--- src/rtl/assert_macros.svh ---
// Assertion helpers shared by the RTL. Each macro expects clk in scope; NPM_ASSERT also expects rst_n.
`ifndef ASSERT_MACROS_SVH
`define ASSERT_MACROS_SVH

// Check a property on every rising clock edge outside reset.
`define NPM_ASSERT(lbl, prop, msg) \
    lbl: assert property (@(posedge clk) disable iff (!rst_n) prop) else $error(msg);

// Check a property on every rising clock edge, reset included.
`define NPM_ASSERT_ALWAYS(lbl, prop, msg) \
    lbl: assert property (@(posedge clk) prop) else $error(msg);

`endif

--- src/rtl/npm_pkg.sv ---
package npm_pkg;

    localparam int MEM_WORDS   = 256;
    localparam int STACK_WORDS = 16;
    localparam int NIBBLES     = 32;

    localparam int WORD_W      = 32;
    localparam int PC_W        = 16;
    localparam int PROG_W      = NIBBLES * 4;
    localparam int MEM_AW      = $clog2(MEM_WORDS);
    localparam int STACK_IW    = $clog2(STACK_WORDS);
    localparam int SP_W        = $clog2(STACK_WORDS + 1);
    localparam int NIB_CNT_W   = $clog2(NIBBLES + 1);

    typedef enum logic [3:0] {
        OP_NOP   = 4'h0,
        OP_SHIFT = 4'h1,
        OP_CAR   = 4'h2,
        OP_CDR   = 4'h3,
        OP_XOR   = 4'h4,
        OP_OR    = 4'h5,
        OP_AND   = 4'h6,
        OP_ROL   = 4'h7,
        OP_LOAD  = 4'h8,
        OP_STORE = 4'h9,
        OP_JUMP  = 4'hA,
        OP_CALL  = 4'hB,
        OP_PUSH  = 4'hC,
        OP_POP   = 4'hD,
        OP_CMP   = 4'hE,
        OP_HALT  = 4'hF
    } op_t;

    typedef enum logic [1:0] {
        ST_IDLE,
        ST_RUN,
        ST_LOAD,
        ST_FINISH
    } state_t;

    typedef struct packed {
        logic [PROG_W-1:0] prog;
        logic [WORD_W-1:0] payload;
        logic [WORD_W-1:0] mask;
        logic [WORD_W-1:0] car;
        logic [WORD_W-1:0] cdr;
    } item_t;

    typedef struct packed {
        logic [WORD_W-1:0] step_count;
        logic [4:0]        stack_depth;
        logic              halted_out;
        logic              equal_flag;
        logic [PC_W-1:0]   program_counter;
        logic [WORD_W-1:0] final_cdr;
        logic [WORD_W-1:0] final_car;
        logic [WORD_W-1:0] final_payload;
    } result_t;

    typedef struct packed {
        logic load;
        logic exec;
        logic load_fin;
        logic out_load;
    } cmd_t;

    typedef struct packed {
        op_t  opcode;
        logic halted;
        logic mem_in_range;
    } status_t;

endpackage

--- src/rtl/npm_ctrl.sv ---
module npm_ctrl
(
    input  logic             clk,
    input  logic             rst_n,
    input  logic             in_valid,
    output logic             in_ready,
    output logic             out_valid,
    input  logic             out_ready,
    input  npm_pkg::status_t status,
    output npm_pkg::cmd_t    cmd
);
    import npm_pkg::*;

    state_t                 state_reg;
    state_t                 state_next;
    logic [NIB_CNT_W-1:0]   nib_cnt_reg;
    logic [NIB_CNT_W-1:0]   nib_cnt_next;
    logic                   out_valid_reg;
    logic                   out_valid_next;

    always_ff @(posedge clk or negedge rst_n)
    begin
        if (!rst_n)
        begin
            state_reg     <= ST_IDLE;
            nib_cnt_reg   <= '0;
            out_valid_reg <= 1'b0;
        end
        else
        begin
            state_reg     <= state_next;
            nib_cnt_reg   <= nib_cnt_next;
            out_valid_reg <= out_valid_next;
        end
    end

    always_comb
    begin
        state_next   = state_reg;
        nib_cnt_next = nib_cnt_reg;
        cmd          = '0;
        in_ready     = 1'b0;
        unique case (state_reg)
            ST_IDLE:
            begin
                in_ready = 1'b1;
                if (in_valid)
                begin
                    cmd.load     = 1'b1;
                    nib_cnt_next = '0;
                    state_next   = ST_RUN;
                end
            end
            ST_RUN:
            begin
                // stop at halt or after the last nibble
                if (status.halted || nib_cnt_reg == NIB_CNT_W'(NIBBLES))
                begin
                    state_next = ST_FINISH;
                end
                else
                begin
                    cmd.exec     = 1'b1;
                    nib_cnt_next = nib_cnt_reg + 1'b1;
                    if (status.opcode == OP_LOAD && status.mem_in_range)
                    begin
                        state_next = ST_LOAD;
                    end
                end
            end
            ST_LOAD:
            begin
                cmd.load_fin = 1'b1;
                state_next   = ST_RUN;
            end
            ST_FINISH:
            begin
                if (!out_valid_reg || out_ready)
                begin
                    cmd.out_load = 1'b1;
                    state_next   = ST_IDLE;
                end
            end
            default:
            begin
                state_next = ST_IDLE;
            end
        endcase
    end

    always_comb
    begin
        priority if (cmd.out_load)
        begin
            out_valid_next = 1'b1;
        end
        else if (out_ready)
        begin
            out_valid_next = 1'b0;
        end
        else
        begin
            out_valid_next = out_valid_reg;
        end
    end

    assign out_valid = out_valid_reg;

endmodule

--- config.mk ---
export PLATFORM = sky130hd
export DESIGN_NAME = npm_ctrl
export DESIGN_NICKNAME = d
export VERILOG_FILES = /design/src/rtl/assert_macros.svh /design/src/rtl/npm_pkg.sv /design/src/rtl/npm_ctrl.sv
export SDC_FILE = /design/constraint.sdc
export NUM_CORES = 1
export LEC_CHECK = 0
export BUFFER_PORTS_ARGS = -buffer_cell sky130_fd_sc_hd__buf_2
export CAP_MARGIN = 0
export CORE_MARGIN = 1
export CORE_UTILIZATION = 25
export DETAILED_ROUTE_END_ITERATION = 10
export GPL_ROUTABILITY_DRIVEN = 0
export PLACE_DENSITY = 0.46
export SYNTH_ARGS = -nofsm -noshare
export SYNTH_HDL_FRONTEND = slang
export SYNTH_SLANG_ARGS = --single-unit
--- constraint.sdc ---
create_clock -name clk -period 3.8 [get_ports clk]
set_input_delay 0.38 -clock clk [delete_from_list [all_inputs] [get_ports clk]]
set_output_delay 0.38 -clock clk [all_outputs]
set_load 0.01 [all_outputs]
## After elaboration in Yosys (flattened, before gate mapping)

Index checks and enable logic that the tools add are counted.

| word-level totals | value |
|---|---|
| input bits | 10 |
| flip-flop bits (word level) | 9 |
| output and inout port bits | 6 |
| word-level logic and storage cells | 40 |

| cells by class | value |
|---|---|
| reduce and logical (&&, ||, !) cells | 9 |
| equality and inequality tests | 9 |
| mux-type cells | 18 |
| add/subtract/negate cells | 1 |

Operators with widths:

| cell | count |
|---|---|
| $mux W6 | 2 |
| $pmux W6 S2 | 1 |
| $mux W1 | 10 |
| $mux W2 | 4 |
| $pmux W2 S4 | 1 |
| $add A6 B1 Y6 const B | 1 |
| $eq A6 B6 Y1 const B | 1 |
| $ne A2 B2 Y1 const B | 3 |
| $reduce_and A3 Y1 | 2 |
| $eq A2 B2 Y1 const B | 2 |
| $eq A4 B4 Y1 const B | 1 |
| $reduce_bool A2 Y1 | 2 |
| $ne A3 B3 Y1 const B | 1 |
| $eq A2 B1 Y1 const B | 1 |
| $logic_not A2 Y1 | 1 |
| $logic_or A1 B1 Y1 | 2 |
| $logic_and A1 B1 Y1 | 1 |
| $logic_not A1 Y1 | 1 |

## Logic depth before layout (Yosys ltp)

Gate-level depths: netlist of run 1.

| logic depth | value |
|---|---|
| word-level depth | 5 |
| depth in mapped cells | 5 |
| depth with buffers taken out | 5 |

## Least setup slack after synthesis of run 1

Ideal clock, no wire load.

| path | value |
|---|---|
| kind | flip-flop to output port |
| start | reg nib_cnt_reg[0] |
| end | out cmd[2] (netlist bit) |
| stages on the path, launching flop included | 5 |
| path buffers | 0 |
| setup slack | 2313 ps |
| arrival | 1107 ps |
| cell sequence | dfrtp_1 inv_1 ha_1 nor4b_4 a211oi_2 |

RTL lines:

| element | RTL line | RTL |
|---|---|---|
| from (decl) | npm_ctrl.sv:16 | `logic [NIB_CNT_W-1:0] nib_cnt_reg;` |
| from (signal assigned) | npm_ctrl.sv:32 | `nib_cnt_reg <= nib_cnt_next;` |
| to (decl) | npm_ctrl.sv:10 | `output npm_pkg::cmd_t cmd` |

==> results of run 1 <==
==> where the power goes <==
part / switching, mW / internal (mW)
Clock: 0.0333 / 0.0405
Sequential: 0.0654 / 0.131
Combinational: 0.0983 / 0.0998
Total: 0.197 / 0.272
==> routing by layer <==
metal  vias up  GRT usage, %  share of wire (%)
li1        260             -                  -
met1       218         15.19                 55
met2         3         14.00                 43
met3         0         2.727                1.3
met4         0         4.286                  0
met5         -             0                  0
==> path summary, 6_finish.rpt <==
path | end | from | slack (ps)
worst min-delay path | out_valid$_DFFE_PN0P_ | out_ready | 400
max in group asynchronous | nib_cnt_reg[3]$_DFFE_PN0P_ | rst_n | 3110
worst min register to register | out_valid$_DFFE_PN0P_ | out_valid$_DFFE_PN0P_ | 520
worst max-delay path | cmd[2] | nib_cnt_reg[0]$_DFFE_PN0P_ | 1860
min in group asynchronous | nib_cnt_reg[0]$_DFFE_PN0P_ | rst_n | 510
worst max register to register | nib_cnt_reg[2]$_DFFE_PN0P_ | nib_cnt_reg[0]$_DFFE_PN0P_ | 2240
==> cell families after synthesis <==
kind of cell | synth area share [%]
AO/OA/AOI/OAI | 21.07
flip-flops | 38.71
AND/OR/NAND/NOR | 27.10
multiplexers | 3.441
buffers and inverters | 5.375
adder cells (fa/ha/maj) | 4.300
==> through the flow <==
| stage | hold slack (ps) | utilization (%) | instances | setup WS (ps) |
|---|---|---|---|---|
| 2_1_floorplan | 84.41 | - | 61 | 2313 |
| 3_3_place_gp | 246.2 | 30.54 | 101 | 2107 |
| 3_5_place_dp | 248.1 | 30.54 | 101 | 2142 |
| 4_1_cts | 402.0 | 32.18 | 106 | 1838 |
| 5_1_grt | 419.8 | 32.18 | 106 | 1754 |
| 6_report | 404.7 | 32.18 | 106 | 1860 |
==> worst max-delay path, stage by stage (launching register included) <==
cell and delay, ps:
dfrtp_1 440, inv_1 80, ha_1 150, nor4b_4 330, a211oi_2 140, buf_2 160
==> cells in the mapped netlist (2+ instances only) <==
| library cell | number | area share (%) |
|---|---|---|
| a211oi_1 | 2 | 2.6 |
| a21oi_1 | 3 | 2.6 |
| dfrtp_1 | 9 | 39 |
| ha_1 | 2 | 4.3 |
| inv_1 | 4 | 2.6 |
| mux2i_1 | 2 | 3.4 |
| nand2_1 | 7 | 4.5 |
| nand2b_1 | 2 | 2.2 |
| nor2_1 | 3 | 1.9 |
| nor2b_1 | 2 | 2.2 |
| o21ai_0 | 3 | 2.6 |
| or3_1 | 3 | 3.2 |
==> cell type report <==
type | count | share of cell area (%)
Sequential cell | 9 | 31.63
Multi-Input combinational cell | 45 | 45.69
Clock buffer | 4 | 3.691
Inverter | 4 | 2.109
Timing Repair Buffer | 16 | 11.95
Tap cell | 28 | 4.921
==> impl_metrics.csv, run 1 <==
group,metric,value,unit
timing,finalSetupViolCount,0,
critical_path,cp_max_fo,6,
timing,relSlewSlack,75.69,%
cts,clkTransAtPathRegs,60,ps
detailed_routing,wl,1.179,mm
floorplanning,core_area,2212,um^2
final_layout,largest_reg_flops,6,
timing,rsz0062_at_grt,"no",
critical_path,ff2ff_path_depth,5,
timing,finalCritPeriodShare,51.04,%
detailed_routing,drt-vias-per-instance,4.538,
global_routing,grt_pass1_vias,435,
final_layout,final_area,711.9,um^2
cts,cts_tree,"yes",
floorplanning,num_rows,17,
cts,htreeDepth,1,
cts,clockRootBuffer,"clkbuf_4",
pwr,finalPower,0.4688,mW
detailed_routing,drt-pass1-iter-count,2,
final_layout,antenna_cells,0,
final_layout,drive_above_1_share,28.21,%
critical_path,endpoint_kind,"output port",
synthesis,synthFlopType,"dfrtp_1",
timing,min_period,1940,ps
final_layout,nFillCells,246,
global_routing,grt.overflow.total,0,
synthesis,synth_edf_count,0,
global_routing,grt_max_degree,13,
floorplanning,die_x,50.24,um
final_layout,layout_common_cells,"15 x buf_2, 9 x dfrtp_1, 7 x nand2_1",
final_layout,syn_to_final_growth,22.37,%
timing,clock_skew,3.741,ps
detailed_routing,vias,481,
cts,cts-buffers-inserted,3,
cts,post_cts_buffers,0,
pwr,p_per_area,658.4,nW/um^2
synthesis,synthArstFlopShare,100.0,%
place,dpl_cell_area,675.6,um^2
cts,clkSinkCount,9,
critical_path,crit_required,3420,ps
final_layout,layout_commonest_cell,"buf_2",
final_layout,multi_input_area,325.3,um^2
timing,finalHoldViolCount,0,
cts,clk_path_buf_depth,2,
final_layout,fin_nets,91,
synthesis,ys_seq_area_share,38.71,%
floorplanning,fp.dieArea,2524,um^2
synthesis,syn_area_per_cell,9.538,um^2
detailed_routing,route.detailed.drc,0,
timing,slew_viol_final,0,
timing,max_freq,515.6,MHz
synthesis,ys_warn_count,0,
status,status,"finished clean",
detailed_routing,routedWlPerCell,11.12,um
detailed_routing,drt_iter0_drc,17,
global_routing,grt_usage,10.37,%
synthesis,syn_nets,73,
cts,post_cts_resize_count,0,
synthesis,syn_inst,61,
global_routing,antenna_found_initial,0,
timing,finalSetupTns,0,ps
floorplanning,start_util,26.30,%
critical_path,critical_path_class,"register to output port",
pwr,p_leak,0.3211,nW
final_layout,final-seq-area,225.2,um^2
flow_run,maxCapViolCount,0,
timing,tightestPinTransition,361.3,ps
synthesis,ys_ff_latch,9,
detailed_routing,ant_nets,0,
synthesis,syn_area,581.8,um^2
pwr,peakVddDrop,266.2,uV
critical_path,cp.arrival,1560,ps
cts,postCtsHoldBufs,1,
cts,clock_latency,260,ps
critical_path,cp-start-kind,"register",
hold_path,min_path_type,"input port to register",
synthesis,synthDistinctLibCells,31,
floorplanning,die_y,50.24,um
hold_path,min_path_cells,3,
floorplanning,pin_count,16,
global_routing,grt_pass1_wl,1.959,mm
place,dp_hpwl,914.1,um
place,port_buffers,15,
Note: power is estimated with default switching activity, not from simulation.
==> run 2, diff against run 1 <==
==> constraint.sdc (replaced) <==
create_clock -name clk -period 1.8 [get_ports clk]
set_input_delay 0.18 -clock clk [delete_from_list [all_inputs] [get_ports clk]]
set_output_delay 0.18 -clock clk [all_outputs]
set_load 0.01 [all_outputs]
==> run 2 against run 1 <==
Design area rose by 3.5%. Highest routed layer is now met4. Non-clock buffer count rose by 3. Critical endpoint is now nib_cnt_reg[1]$_DFFE_PN0P_. Largest cell class unchanged. Largest power group unchanged. Combinational power rose to 2.5 times the previous value. Clock-buffer cell count did not move. Sequential power rose by 100%.
==> impl_metrics.csv, run 2 (synthesis results as in run 1) <==
group,metric,value,unit
hold_path,min_path_type,"input port to register",
critical_path,critical_path_class,"register to register",
final_layout,drive_above_1_share,33.33,%
floorplanning,fp.dieArea,2524,um^2
critical_path,crit_top_cell,"buf_4",
place,port_buffers,15,
detailed_routing,routedWlPerCell,10.91,um
final_layout,syn_to_final_growth,26.67,%
timing,clock_skew,1.732,ps
final_layout,fin_nets,94,
flow_run,maxCapViolCount,0,
final_layout,final_util,33.31,%
critical_path,slowest_stage,"dfrtp_2",
cts,clkTransAtPathRegs,70,ps
timing,finalSetupTns,0,ps
cts,clock_latency,260,ps
global_routing,antenna_found_initial,0,
global_routing,grt_pass1_vias,408,
global_routing,grt.overflow.total,0,
final_layout,layout_commonest_cell,"buf_2",
cts,cts-buffers-inserted,3,
pwr,peakVddDrop,627.9,uV
timing,whs,207.2,ps
detailed_routing,vias,513,
critical_path,crit_path_cell_trace,"inv_1 -> ha_1 -> nor4b_4 -> buf_4 -> buf_4 -> a21o_2 -> a311o_1",
timing,finalHoldViolCount,0,
detailed_routing,wl,1.189,mm
floorplanning,pin_count,16,
floorplanning,die_y,50.24,um
cts,clk_path_buf_depth,2,
cts,clkSinkCount,9,
critical_path,worst-path-buf-inv,3,
cts,htreeDepth,1,
detailed_routing,drt-vias-per-instance,4.706,
final_layout,nFillCells,254,
detailed_routing,route.detailed.drc,0,
timing,min_period,1726,ps
detailed_routing,ant_nets,0,
critical_path,cp-start-kind,"register",
timing,slew_viol_final,0,
critical_path,cp_max_fo,6,
timing,finalSetupViolCount,0,
critical_path,cp.arrival,1870,ps
pwr,p_per_area,1440,nW/um^2
floorplanning,die_x,50.24,um
status,status,"finished clean",
global_routing,grt_max_degree,13,
timing,max_freq,579.5,MHz
place,dp_hpwl,932.7,um
cts,clockRootBuffer,"clkbuf_4",
cts,cts_tree,"yes",
timing,rsz0062_at_grt,"no",
floorplanning,start_util,26.30,%
critical_path,endpoint_kind,"register",
final_layout,antenna_cells,0,
floorplanning,num_rows,17,
detailed_routing,drt_iter0_drc,15,
final_layout,layout_common_cells,"15 x buf_2, 7 x nand2_1, 7 x dfrtp_1",
critical_path,cpPeakStageDelay,410,ps
global_routing,grt_pass1_wl,2.042,mm
detailed_routing,drt-pass1-iter-count,4,
critical_path,crit_required,1950,ps
timing,finalCritPeriodShare,95.87,%
pwr,p_leak,0.3339,nW
timing,relSlewSlack,75.59,%
timing,tightestPinTransition,362.8,ps
critical_path,path_delay_family,"compound AO/OA/AOI/OAI gates",
final_layout,largest_reg_flops,6,
floorplanning,core_area,2212,um^2
global_routing,grt_usage,11.32,%
## run 2: cell count changes in the layout (fill, tap and decap cells not counted)
cell / before / now
dfrtp_1: 9 / 7
buf_4: 0 / 3
dfrtp_2: 0 / 2
## run 2: tightest hold or removal path: cells and delay by family
kind	cells	cell delay [ps]
buffers and inverters	1	80
and+or+nand+nor	2	170
## run 2: cell type report
class	instances	area [um^2]	share of cell area (%)
clock buffer	4	26.28	3.565
inverter	4	15.01	2.037
tap	28	35.03	4.754
multi-input combinational	45	325.3	44.14
sequential	9	227.7	30.90
timing repair buffer	19	107.6	14.60
## run 2: what timing repair did
item                                    in CTS  in global routing
hold buffers                                 1                  0
hold endpoints to repair                     9                  0
endpoints found under the setup margin       0                  1
resized for setup                            0                  2
buffers inserted                             0                  2
## run 2: through the flow
stage	total power [mW]	cells	worst slack [ps]	area, um^2
after floorplan	0.7264	61	367.0	581.8
after global placement	0.8536	102	306.7	683.2
after detailed placement	0.8506	102	289.5	683.2
after CTS	1.018	107	37.54	719.4
after global routing	1.163	109	4.780	737.0
final	1.061	109	74.35	737.0
## run 2: layer usage
metal / share of wire (%) / GRT usage [%] / wire length (um)
met1: 51 / 14.81 / 610
met2: 44 / 15.11 / 526
met3: 2.3 / 4.545 / 27
met4: 2.1 / 7.143 / 25
met5: 0 / 0 / 0
## run 2: path summary, 6_finish.rpt
check,slack (ps),depth (start not counted),from,to
setup / recovery,70,7,nib_cnt_reg[0]$_DFFE_PN0P_,nib_cnt_reg[1]$_DFFE_PN0P_
hold / removal,210,3,out_ready,out_valid$_DFFE_PN0P_
setup reg to reg,70,7,nib_cnt_reg[0]$_DFFE_PN0P_,nib_cnt_reg[1]$_DFFE_PN0P_
hold reg to reg,520,2,out_valid$_DFFE_PN0P_,out_valid$_DFFE_PN0P_
max in group asynchronous,1300,2,rst_n,nib_cnt_reg[1]$_DFFE_PN0P_
min in group asynchronous,290,2,rst_n,nib_cnt_reg[5]$_DFFE_PN0P_
## run 2: power by group
part / leakage, nW / internal, mW / switching (mW) / total (mW)
Combinational: 0.207 / 0.263 / 0.239 / 0.501
Clock: 0.0150 / 0.0857 / 0.0767 / 0.162
Sequential: 0.112 / 0.282 / 0.115 / 0.397
==> run 3, diff against run 2 <==
--- a/config.mk
+++ b/config.mk
@@ -7,6 +7,7 @@
 export LEC_CHECK = 0
 export BUFFER_PORTS_ARGS = -buffer_cell sky130_fd_sc_hd__buf_2
 export CAP_MARGIN = 0
+export CORE_ASPECT_RATIO = 0.75
 export CORE_MARGIN = 1
 export CORE_UTILIZATION = 25
 export DETAILED_ROUTE_END_ITERATION = 10
==> run 3 against run 2 <==
The run now ends with design-rule violations left. Total power decreased by 1.6%. Clock skew increased by 3.5 ps. First-iteration DRC count is 87% higher. Combinational power is 3% lower. Worst hold slack improved by 0.69 ps. Fmax grew 0.69%. Clock-buffer cell count stayed put. Critical path depth shrank 2. Largest power group unchanged.
==> impl_metrics.csv, run 3 (synthesis results as in run 1) <==
group,metric,value,unit
status,status,"complete, but fails checks",
status,violations,"design-rule violations",
critical_path,cp_max_fo,6,
cts,cts-buffers-inserted,3,
detailed_routing,vias,516,
hold_path,hp-start,"out_ready",
detailed_routing,wl,1.267,mm
critical_path,critical_path_class,"register to output port",
critical_path,crit_required,1620,ps
flow_run,maxCapViolCount,0,
pwr,p_leak,0.3288,nW
global_routing,grt_pass1_vias,521,
global_routing,grt_max_degree,13,
critical_path,cpPeakStageDelay,440,ps
final_layout,antenna_cells,0,
timing,finalSetupTns,0,ps
cts,clock_latency,260,ps
global_routing,grt_pass1_wl,2.221,mm
critical_path,endpoint_kind,"output port",
hold_path,min_path_type,"input port to register",
cts,clk_path_buf_depth,2,
timing,whs,207.9,ps
cts,clockRootBuffer,"clkbuf_4",
place,dpl_cell_area,678.2,um^2
place,dpl.cell_count,98,
global_routing,grt.overflow.total,0,
floorplanning,num_rows,14,
floorplanning,start_util,27.68,%
final_layout,syn_to_final_growth,24.52,%
final_layout,fin_nets,93,
critical_path,slowest_stage,"dfrtp_2",
floorplanning,core_area,2102,um^2
floorplanning,pin_count,16,
cts,htreeDepth,1,
detailed_routing,drt_iter0_drc,28,
timing,finalHoldViolCount,0,
floorplanning,die_y,43.78,um
timing,clock_skew,5.270,ps
timing,finalCritPeriodShare,95.21,%
pwr,p_per_area,1441,nW/um^2
cts,clkSinkCount,9,
final_layout,drive_above_1_share,32.50,%
detailed_routing,routedWlPerCell,12.18,um
pwr,finalPower,1.044,mW
detailed_routing,ant_nets,0,
final_layout,final_area,724.4,um^2
critical_path,cp-startpoint,"nib_cnt_reg[1]$_DFFE_PN0P_",
timing,finalSetupViolCount,0,
detailed_routing,drt-vias-per-instance,4.962,
cts,clkTransAtPathRegs,60,ps
final_layout,layout_common_cells,"15 x buf_2, 7 x nand2_1, 7 x dfrtp_1",
timing,max_freq,583.5,MHz
cts,cts_tree,"yes",
timing,slew_viol_final,0,
critical_path,crit_path_cell_trace,"inv_1 -> ha_1 -> nor4b_4 -> a211oi_2 -> buf_2",
global_routing,grt_usage,12.14,%
place,port_buffers,15,
floorplanning,fp.dieArea,2526,um^2
final_layout,layout_commonest_cell,"buf_2",
pwr,peakVddDrop,463.6,uV
place,dp_hpwl,934.1,um
timing,tightestPinTransition,350.4,ps
critical_path,worstReg2RegStart,"nib_cnt_reg[0]$_DFFE_PN0P_",
timing,min_period,1714,ps
critical_path,cp-start-kind,"register",
timing,relSlewSlack,76.42,%
detailed_routing,drt-pass1-iter-count,7,
detailed_routing,route.detailed.drc,1,
floorplanning,die_x,57.71,um
critical_path,cp.arrival,1530,ps
global_routing,antenna_found_initial,0,
final_layout,largest_reg_flops,6,
final_layout,finalNonFillerCells,104,
==> run 3: cell types whose count changed in the layout (fill, tap and decap cells not counted), sizes merged <==
| cell | delta |
|---|---|
| buf | -1 |
==> run 3: through the flow <==
| step | setup slack (ps) | util [%] |
|---|---|---|
| after global placement | 259.1 | 32.26 |
| after detailed placement | 239.7 | 32.26 |
| after CTS | 4.632 | 33.99 |
| final | 86.18 | 34.46 |
| after floorplan | 367.0 | - |
| after global routing | -4.994 | 34.46 |
==> run 3: final timing paths <==
kind | endpoint | slack [ps] | depth (start not counted)
max | cmd[2] | 90 | 5
max reg2reg | nib_cnt_reg[1]$_DFFE_PN0P_ | 190 | 6
min | out_valid$_DFFE_PN0P_ | 210 | 3
min reg2reg | out_valid$_DFFE_PN0P_ | 510 | 2
max in group asynchronous | nib_cnt_reg[1]$_DFFE_PN0P_ | 1290 | 2
min in group asynchronous | nib_cnt_reg[5]$_DFFE_PN0P_ | 300 | 2
==> run 3: repair_timing <==
item	4_1_cts	5_1_grt
setup endpoints to repair	0	1
hold buffers	1	0
hold endpoints to repair	9	0
resized for setup	0	2
buffers inserted	0	1
==> run 3: layout make-up <==
cell class                 instances  area (um^2)
clock buffer                       4        26.28
fill                             229         1378
sequential                         9        227.7
inverter                           4        15.01
timing repair buffer              18        100.1
multi-input combinational         45        325.3
tap                               24        30.03
==> run 3: worst max-delay path: cells and delay by family, from the launching register on <==
| kind | cells | cell delay, ps |
|---|---|---|
| compound gates | 1 | 140 |
| fa+ha+maj | 1 | 150 |
| buf+inv | 2 | 240 |
| flops | 1 | 440 |
| simple gates | 1 | 300 |
==> run 3: metal layers <==
metal	GRT usage [%]	part of all wire [%]
met3	7.463	6.5
met2	17.91	46
met4	3.333	0
met5	0	0
met1	14.94	48
==> run 3: power by group <==
group	internal (mW)	switching [mW]
clock	0.0856	0.0737
combinational	0.245	0.242
sequential	0.282	0.116
